## src/tcce_pkg.sv

```systemverilog
// Types and constants of the text console cursor engine.
// No dependencies.
package tcce_pkg;

  localparam int unsigned CODE_W   = 8;
  localparam int unsigned ATTR_W   = 8;
  localparam int unsigned ADDR_W   = 11;
  localparam int unsigned DATA_W   = 16;
  localparam int unsigned ROW_OUT_W = 5;
  localparam int unsigned COL_OUT_W = 7;
  localparam int unsigned CFG_IDX_W = 2;

  localparam logic [CODE_W-1:0] CHAR_NEWLINE   = 8'd10;
  localparam logic [CODE_W-1:0] CHAR_TAB       = 8'd9;
  localparam logic [CODE_W-1:0] CHAR_BACKSPACE = 8'd8;
  localparam logic [CODE_W-1:0] CHAR_SPACE     = 8'd32;
  localparam logic [CODE_W-1:0] CHAR_NULL      = 8'd0;

  localparam logic [CFG_IDX_W-1:0] CFG_TEXT_ATTRIBUTE   = 2'd0;
  localparam logic [CFG_IDX_W-1:0] CFG_LEFT_ARROW_CODE  = 2'd1;
  localparam logic [CFG_IDX_W-1:0] CFG_RIGHT_ARROW_CODE = 2'd2;

  localparam logic [ATTR_W-1:0] RST_TEXT_ATTRIBUTE   = 8'd15;
  localparam logic [CODE_W-1:0] RST_LEFT_ARROW_CODE  = 8'd128;
  localparam logic [CODE_W-1:0] RST_RIGHT_ARROW_CODE = 8'd129;

  typedef struct packed {
    logic [ATTR_W-1:0] text_attribute;
    logic [CODE_W-1:0] left_arrow_code;
    logic [CODE_W-1:0] right_arrow_code;
  } cfg_t;

  typedef struct packed {
    logic                 cell_write;
    logic [ADDR_W-1:0]    cell_address;
    logic [DATA_W-1:0]    cell_data;
    logic [ROW_OUT_W-1:0] cursor_row;
    logic [COL_OUT_W-1:0] cursor_column;
    logic [ADDR_W-1:0]    cursor_offset;
  } result_t;

endpackage

```

## src/tcce_cfg_regs.sv

```systemverilog
// Configuration register file of the cursor engine.
// Depends on tcce_pkg.
module tcce_cfg_regs
  import tcce_pkg::*;
(
  input  logic                 clk_i,
  input  logic                 rst_ni,
  input  logic                 cfg_valid_i,
  output logic                 cfg_ready_o,
  input  logic [CFG_IDX_W-1:0] cfg_index_i,
  input  logic [CODE_W-1:0]    cfg_data_i,
  output cfg_t                 cfg_o
);

  cfg_t cfg_q, cfg_d;

  assign cfg_ready_o = 1'b1;
  assign cfg_o       = cfg_q;

  always_comb begin
    cfg_d = cfg_q;
    if (cfg_valid_i) begin
      case (cfg_index_i)
        CFG_TEXT_ATTRIBUTE:   cfg_d.text_attribute   = cfg_data_i;
        CFG_LEFT_ARROW_CODE:  cfg_d.left_arrow_code  = cfg_data_i;
        CFG_RIGHT_ARROW_CODE: cfg_d.right_arrow_code = cfg_data_i;
        default:              cfg_d = cfg_q;
      endcase
    end
  end

  always_ff @(posedge clk_i or negedge rst_ni) begin
    if (!rst_ni) begin
      cfg_q.text_attribute   <= RST_TEXT_ATTRIBUTE;
      cfg_q.left_arrow_code  <= RST_LEFT_ARROW_CODE;
      cfg_q.right_arrow_code <= RST_RIGHT_ARROW_CODE;
    end else begin
      cfg_q <= cfg_d;
    end
  end

endmodule

```

## src/tcce_cursor.sv

```systemverilog
// Cursor state and per-item decode: cell write and new cursor position.
// Depends on tcce_pkg. Keeps a running row base so no multiplier is needed.
module tcce_cursor
  import tcce_pkg::*;
#(
  parameter int unsigned SCREEN_COLUMNS = 80,
  parameter int unsigned SCREEN_ROWS    = 25
) (
  input  logic              clk_i,
  input  logic              rst_ni,
  input  logic              en_i,
  input  logic [CODE_W-1:0] code_i,
  input  cfg_t              cfg_i,
  output result_t           res_o
);

  localparam int unsigned COL_W  = $clog2(SCREEN_COLUMNS);
  localparam int unsigned ROW_W  = $clog2(SCREEN_ROWS);
  localparam int unsigned POS_W  = $clog2(SCREEN_ROWS * SCREEN_COLUMNS);
  localparam int unsigned SUM_W  = (POS_W > ADDR_W) ? POS_W : ADDR_W;
  localparam int unsigned ROWO_W = (ROW_W > ROW_OUT_W) ? ROW_W : ROW_OUT_W;
  localparam logic [COL_W-1:0] LAST_COL = COL_W'(SCREEN_COLUMNS - 1);
  localparam logic [ROW_W-1:0] LAST_ROW = ROW_W'(SCREEN_ROWS - 1);
  localparam logic [POS_W-1:0] ROW_STEP = POS_W'(SCREEN_COLUMNS);

  logic [COL_W-1:0] col_q, col_d, col_dec, col_sel;
  logic [ROW_W-1:0] row_q, row_d;
  logic [POS_W-1:0] base_q, base_d;
  logic             is_nl, is_tab, is_bs, is_left, is_right, last_col, wr, adv_row;
  logic [CODE_W-1:0] ch;
  logic [SUM_W-1:0]  addr_sum, offs_sum;
  logic [ROWO_W-1:0] row_ext;

  assign is_nl    = (code_i == CHAR_NEWLINE);
  assign is_tab   = (code_i == CHAR_TAB);
  assign is_bs    = (code_i == CHAR_BACKSPACE);
  assign is_left  = !is_tab && (code_i == cfg_i.left_arrow_code);
  assign is_right = !is_tab && (code_i == cfg_i.right_arrow_code);
  assign last_col = (col_q == LAST_COL);
  assign col_dec  = (col_q == '0) ? '0 : col_q - 1'b1;

  always_comb begin
    col_d   = col_q;
    col_sel = col_q;
    adv_row = 1'b0;
    wr      = 1'b0;
    ch      = CHAR_NULL;
    if (is_nl) begin
      col_d   = '0;
      adv_row = 1'b1;
    end else if (is_bs) begin
      col_d   = col_dec;
      col_sel = col_dec;
      wr      = 1'b1;
    end else if (is_left) begin
      col_d = col_dec;
    end else if (is_right) begin
      col_d = last_col ? col_q : col_q + 1'b1;
    end else begin
      wr = 1'b1;
      ch = is_tab ? CHAR_SPACE : code_i;
      if (last_col) begin
        col_d   = '0;
        adv_row = 1'b1;
      end else begin
        col_d = col_q + 1'b1;
      end
    end
  end

  always_comb begin
    row_d  = row_q;
    base_d = base_q;
    if (adv_row) begin
      if (row_q == LAST_ROW) begin
        row_d  = '0;
        base_d = '0;
      end else begin
        row_d  = row_q + 1'b1;
        base_d = base_q + ROW_STEP;
      end
    end
  end

  assign addr_sum = SUM_W'(base_q) + SUM_W'(col_sel);
  assign offs_sum = SUM_W'(base_d) + SUM_W'(col_d);
  assign row_ext  = ROWO_W'(row_d);

  always_comb begin
    res_o.cell_write    = wr;
    res_o.cell_address  = wr ? addr_sum[ADDR_W-1:0] : '0;
    res_o.cell_data     = wr ? {cfg_i.text_attribute, ch} : '0;
    res_o.cursor_row    = row_ext[ROW_OUT_W-1:0];
    res_o.cursor_column = COL_OUT_W'(col_d);
    res_o.cursor_offset = offs_sum[ADDR_W-1:0];
  end

  always_ff @(posedge clk_i or negedge rst_ni) begin
    if (!rst_ni) begin
      col_q  <= '0;
      row_q  <= '0;
      base_q <= '0;
    end else if (en_i) begin
      col_q  <= col_d;
      row_q  <= row_d;
      base_q <= base_d;
    end
  end

endmodule

```

## src/text_console_cursor_engine_top.sv

```systemverilog
// Top level of the text console cursor engine.
// Depends on tcce_pkg, tcce_cfg_regs and tcce_cursor.
//
// Usage:
//   Input channel: one character code per item (in_valid_i / in_stall_o).
//   Output channel: one result per item (out_valid_o / out_stall_i): cell
//   write strobe, cell address and data, and the new cursor row, column
//   and linear offset.
//   Config channel: cfg_valid_i / cfg_ready_o with a register index and
//   data; ready is always high, unknown indexes are ignored. Write only
//   while no item is in flight.
// Pipeline: the input register takes the item at the accepting edge, and the
//   result register takes its result when the output stage can accept it.
//   Throughput: one item per cycle while the output is not stalled; the
//   cursor update is a combinational increment and compare on the state.
// Reset: cursor at row 0, column 0; attribute 15, arrow codes 128 and 129;
//   both pipeline stages empty.
// Stall: a stalled result holds on the outputs; once the input stage is
//   also full, in_stall_o rises in the same cycle as out_stall_i.
module text_console_cursor_engine_top
  import tcce_pkg::*;
#(
  parameter int unsigned SCREEN_COLUMNS = 80,
  parameter int unsigned SCREEN_ROWS    = 25
) (
  input  logic                 clk_i,
  input  logic                 rst_ni,
  input  logic                 in_valid_i,
  output logic                 in_stall_o,
  input  logic [CODE_W-1:0]    char_code_i,
  output logic                 out_valid_o,
  input  logic                 out_stall_i,
  output logic                 cell_write_o,
  output logic [ADDR_W-1:0]    cell_address_o,
  output logic [DATA_W-1:0]    cell_data_o,
  output logic [ROW_OUT_W-1:0] cursor_row_o,
  output logic [COL_OUT_W-1:0] cursor_column_o,
  output logic [ADDR_W-1:0]    cursor_offset_o,
  input  logic                 cfg_valid_i,
  output logic                 cfg_ready_o,
  input  logic [CFG_IDX_W-1:0] cfg_index_i,
  input  logic [CODE_W-1:0]    cfg_data_i
);

  cfg_t              cfg;
  result_t           res, res_q;
  logic              s1_valid_q, out_valid_q;
  logic [CODE_W-1:0] s1_code_q;
  logic              out_ready, s1_ready, s1_adv;

  assign out_ready  = !out_valid_q || !out_stall_i;
  assign s1_ready   = !s1_valid_q || out_ready;
  assign s1_adv     = s1_valid_q && out_ready;
  assign in_stall_o = !s1_ready;

  tcce_cfg_regs u_cfg (
    .clk_i       (clk_i),
    .rst_ni      (rst_ni),
    .cfg_valid_i (cfg_valid_i),
    .cfg_ready_o (cfg_ready_o),
    .cfg_index_i (cfg_index_i),
    .cfg_data_i  (cfg_data_i),
    .cfg_o       (cfg)
  );

  tcce_cursor #(
    .SCREEN_COLUMNS (SCREEN_COLUMNS),
    .SCREEN_ROWS    (SCREEN_ROWS)
  ) u_cursor (
    .clk_i  (clk_i),
    .rst_ni (rst_ni),
    .en_i   (s1_adv),
    .code_i (s1_code_q),
    .cfg_i  (cfg),
    .res_o  (res)
  );

  always_ff @(posedge clk_i or negedge rst_ni) begin
    if (!rst_ni) begin
      s1_valid_q  <= 1'b0;
      out_valid_q <= 1'b0;
    end else begin
      if (s1_ready) begin
        s1_valid_q <= in_valid_i;
      end
      if (out_ready) begin
        out_valid_q <= s1_valid_q;
      end
    end
  end

  always_ff @(posedge clk_i) begin
    if (in_valid_i && s1_ready) begin
      s1_code_q <= char_code_i;
    end
    if (s1_adv) begin
      res_q <= res;
    end
  end

  assign out_valid_o     = out_valid_q;
  assign cell_write_o    = res_q.cell_write;
  assign cell_address_o  = res_q.cell_address;
  assign cell_data_o     = res_q.cell_data;
  assign cursor_row_o    = res_q.cursor_row;
  assign cursor_column_o = res_q.cursor_column;
  assign cursor_offset_o = res_q.cursor_offset;

endmodule

```

## config.mk

```make
export PLATFORM = sky130hd
export DESIGN_NAME = text_console_cursor_engine_top
export DESIGN_NICKNAME = d
export VERILOG_FILES = /design/src/tcce_pkg.sv /design/src/tcce_cfg_regs.sv /design/src/tcce_cursor.sv /design/src/text_console_cursor_engine_top.sv
export SDC_FILE = /design/constraint.sdc
export NUM_CORES = 1
export LEC_CHECK = 0
export BUFFER_PORTS_ARGS = -buffer_cell sky130_fd_sc_hd__buf_2
export CAP_MARGIN = 20
export CORE_MARGIN = 4
export CORE_UTILIZATION = 45
export DETAILED_ROUTE_END_ITERATION = 10
export GPL_TIMING_DRIVEN = 0
export HOLD_SLACK_MARGIN = 0.06
export PLACE_DENSITY = 0.74
export SYNTH_ARGS = -nofsm -noshare
export SYNTH_HDL_FRONTEND = slang
export SYNTH_SLANG_ARGS = --single-unit
```

## constraint.sdc

```tcl
create_clock -name clk_i -period 10.3 [get_ports clk_i]
set_input_delay 3.09 -clock clk_i [delete_from_list [all_inputs] [get_ports clk_i]]
set_output_delay 3.09 -clock clk_i [all_outputs]
set_load 0.02 [all_outputs]
```

==> flow_metrics.tcl <==
set metrics [dict create \
    numCtsBuffers 9 \
    power.density_nw_per_um2 201 \
    antenna_found_initial 0 \
    required_ns 7.21 \
    rr_endpoint "cursor_offset_o[10]" \
    finClkSkew_ns 0.00826 \
    synth_top_family_by_area "simple AND/OR/NAND/NOR gates" \
    dp_hpwl_um 8560 \
    netSwitchingPower_uw 411 \
    die_height_um 119 \
    core_area_um2 12100 \
    diodes 0 \
    layout_setup_ws_ns 3.69 \
    path_clk_slew_ns 0.07 \
    power.internal_uw 899 \
    syn_area_um2 5560 \
    synth_top_area_cell "edfxtp_1" \
    wl_per_cell_um 15.3 \
    pin_count 77 \
    fmax_mhz 151 \
    cp_top_family "buffers and inverters" \
    row_count 40 \
    synth-main-ff-cell "edfxtp_1" \
    multi_input_area_um2 2370 \
    yosysWarnings 0 \
    max_cap_viol_count 0 \
    reg2regPathDepth 19 \
    combinationalPowerShare 0.283 \
    drive_gt1_frac 0.250 \
    final_cell_area_um2 6520 \
    cp-startpoint "out_stall_i" \
    grt_pass1_wl_um 18900 \
    avgSynthCellArea_um2 11.4 \
    cp_common_cell "buf_2" \
    power_frac_seq 0.445 \
    cp-start-kind "input port" \
    preCtsSetupSlack_ns 3.69 \
    htreeDepth 3 \
    finalCritPeriodShare 0.641 \
    synthMuxAreaShare 0.0712 \
    ir_worst_vdd_uv 176 \
    violations "DRC" \
    finalNetCount 624 \
    min_from "u_cfg.cfg_o[23]" \
    ant_nets 0 \
    die_w_um 119 \
    crit_type "in -> out" \
    grt-ovfl-total 0 \
    critical_path_arrival_ns 3.52 \
    hold_violations 0 \
    synth.net_count 534 \
    die-area_um2 14200 \
    routed_wirelength_um 11500 \
    synthAdderAreaFrac 0.0545 \
    drt_iter0_drc 148 \
    power_frac_clock 0.272 \
    placed_area_um2 6170 \
    synthSimpleGateAreaFrac 0.146 \
    dr_total_vias 3883 \
    tns_ns 0 \
    finalCriticalPeriod_ns 6.61 \
    cts_tree "yes" \
    slew_violations 0 \
    grt_pass1_vias 3868 \
    synth_most_common_cell "edfxtp_1" \
    synth-xor-area-share 0.0599 \
    ys_ff_latch 108 \
    crit_chain "buf_2 -> nand3_1 -> inv_1 -> buf_2" \
    hold_depth 1 \
    rr_startpoint "u_cursor.col_q[1]" \
    worst-path-buf-inv 3 \
    routed_via_density 5.17 \
    min_to "u_cfg.cfg_o[23]" \
    firstDrtPassIters 8 \
    slew_headroom 0.241 \
    postCtsHoldBufs 0 \
    cts_resized 0 \
    gp_congestion 0.822 \
    area_delta_synth_final_pct 17.3 \
    cts-root-buf "clkbuf_16" \
    post_cts_buffers 0 \
    p_total_mw 1.31 \
    cpPeakStageDelay_ns 0.15 \
    yosysTopAreaCellShare 0.319 \
    nFillCells 1031 \
    sw_frac_of_total 0.314 \
    synth_compound_area_frac 0.0932 \
    synth_area_leaders "edfxtp_1 32%, dfrtp_1 19%, mux2_2 6.5%" \
    rsz0062_at_grt "false" \
    clock_sinks 108 \
    clock_path_buffers 2 \
    path_max_fanout 3 \
    grt_usage 0.168 \
    route.detailed.drc 1 \
    initial_core_util 0.461 \
    status "finished, violations left" \
    p_leak_nw 2.77 \
    synth-edff-count 59 \
    hold_path_class "reg -> reg" \
    synthCells 488 \
    clk_latency_ns 0.35 \
    setup_viol_count_final 0 \
    r2r_slack_ns 5.18 \
    end_kind "primary output" \
    synth_cell_type_count 59 \
    place.port_buffers 75 \
    worst_slew_pin_slew_ns 1.12 \
    critical_path.slowest_cell "buf_2" \
    grt_max_degree 50 \
    seq_area_frac_synth 0.541 \
    synthTopCellsByCount "59 x edfxtp_1, 54 x nand2_1, 42 x dfrtp_1" \
    register_area_um2 3010 \
    synthArstFlopShare 0.454 \
]
==> placed cells by master, fill, tap and decap left out, types with 4 or more instances in the layout <==
| master | synthesis | routed |
|---|---|---|
| buf_2 | 4 | 80 |
| edfxtp_1 | 59 | 59 |
| nand2_1 | 54 | 54 |
| dfrtp_1 | 42 | 42 |
| mux2_2 | 32 | 32 |
| xor2_1 | 27 | 27 |
| o21ai_0 | 25 | 25 |
| nor2_1 | 23 | 23 |
| inv_1 | 22 | 22 |
| and2_1 | 22 | 22 |
| ha_1 | 21 | 21 |
| a21oi_1 | 20 | 20 |
| clkbuf_1 | 16 | 17 |
| xnor2_1 | 11 | 11 |
| clkbuf_16 | 0 | 10 |
| nand3_1 | 8 | 8 |
| nor4_1 | 9 | 8 |
| nor3_1 | 8 | 8 |
| nor2b_1 | 7 | 7 |
| dfstp_2 | 7 | 7 |
| o21bai_1 | 5 | 5 |
| o31ai_1 | 5 | 5 |
| a31oi_1 | 4 | 4 |
| or3_1 | 4 | 4 |
==> metal layers <==
layer / track usage / routed length (um) / up-vias
li1: - / - / 1908
met1: 0.199 / 4790 / 1858
met2: 0.295 / 5850 / 109
met3: 0.0594 / 739 / 8
met4: 0.0348 / 114 / 0
met5: 0 / 0 / -
==> per-stage QoR <==
stage               utilization  hold slack (ns)  std cells
global placement          0.509            0.472        731
floorplan                     -            0.457        488
detailed placement        0.512            0.484        732
finish                    0.540            0.498        751
global route              0.540            0.522        751
CTS                       0.537            0.500        748
==> worst max-delay path by stage <==
stage,endpoint,slack [ns],cells past startpoint
finish,in_stall_o,3.69,4
global route,in_stall_o,3.67,4
CTS,in_stall_o,3.68,4
detailed placement,in_stall_o,3.69,4
global placement,u_cursor.base_q[3],3.45,7
floorplan,in_stall_o,3.87,2
==> power groups by stage <==
stage	Sequential [mW]	Combinational (mW)	Clock, mW
floorplan	0.629	0.225	0
global placement	0.590	0.357	0
detailed placement	0.592	0.370	0
CTS	0.584	0.372	0.366
global route	0.592	0.412	0.381
finish	0.582	0.370	0.356
==> state kept, by name (all words and copies together), names as in the netlist <==
signal	cells
cell_data_o	16
u_cursor.row_q	5
cursor_column_o	7
s1_valid_q	1
u_cursor.base_q	11
u_cfg.cfg_o	24
u_cursor.col_q	7
cursor_row_o	5
s1_code_q	8
out_valid_o	1
cell_write_o	1
cursor_offset_o	11
cell_address_o	11
==> layout make-up <==
| cell class | instances | share of cell area |
|---|---|---|
| buffer | 23 | 0.0159 |
| clock buffer | 12 | 0.0411 |
| clock inverter | 4 | 0.00691 |
| inverter | 22 | 0.0127 |
| multi-input combinational | 335 | 0.364 |
| sequential | 108 | 0.461 |
| tap | 168 | 0.0323 |
| timing repair buffer | 79 | 0.0660 |
==> cell families after synthesis <==
family                     Yosys count
other                                1
DFF                                108
adders and majority gates           23
xor gates and xnor gates            38
AOI/OAI and AO/OA                   81
muxes                               35
and+or+nand+nor                    157
buffers and inverters               45
(Power assumes the default switching activity.)
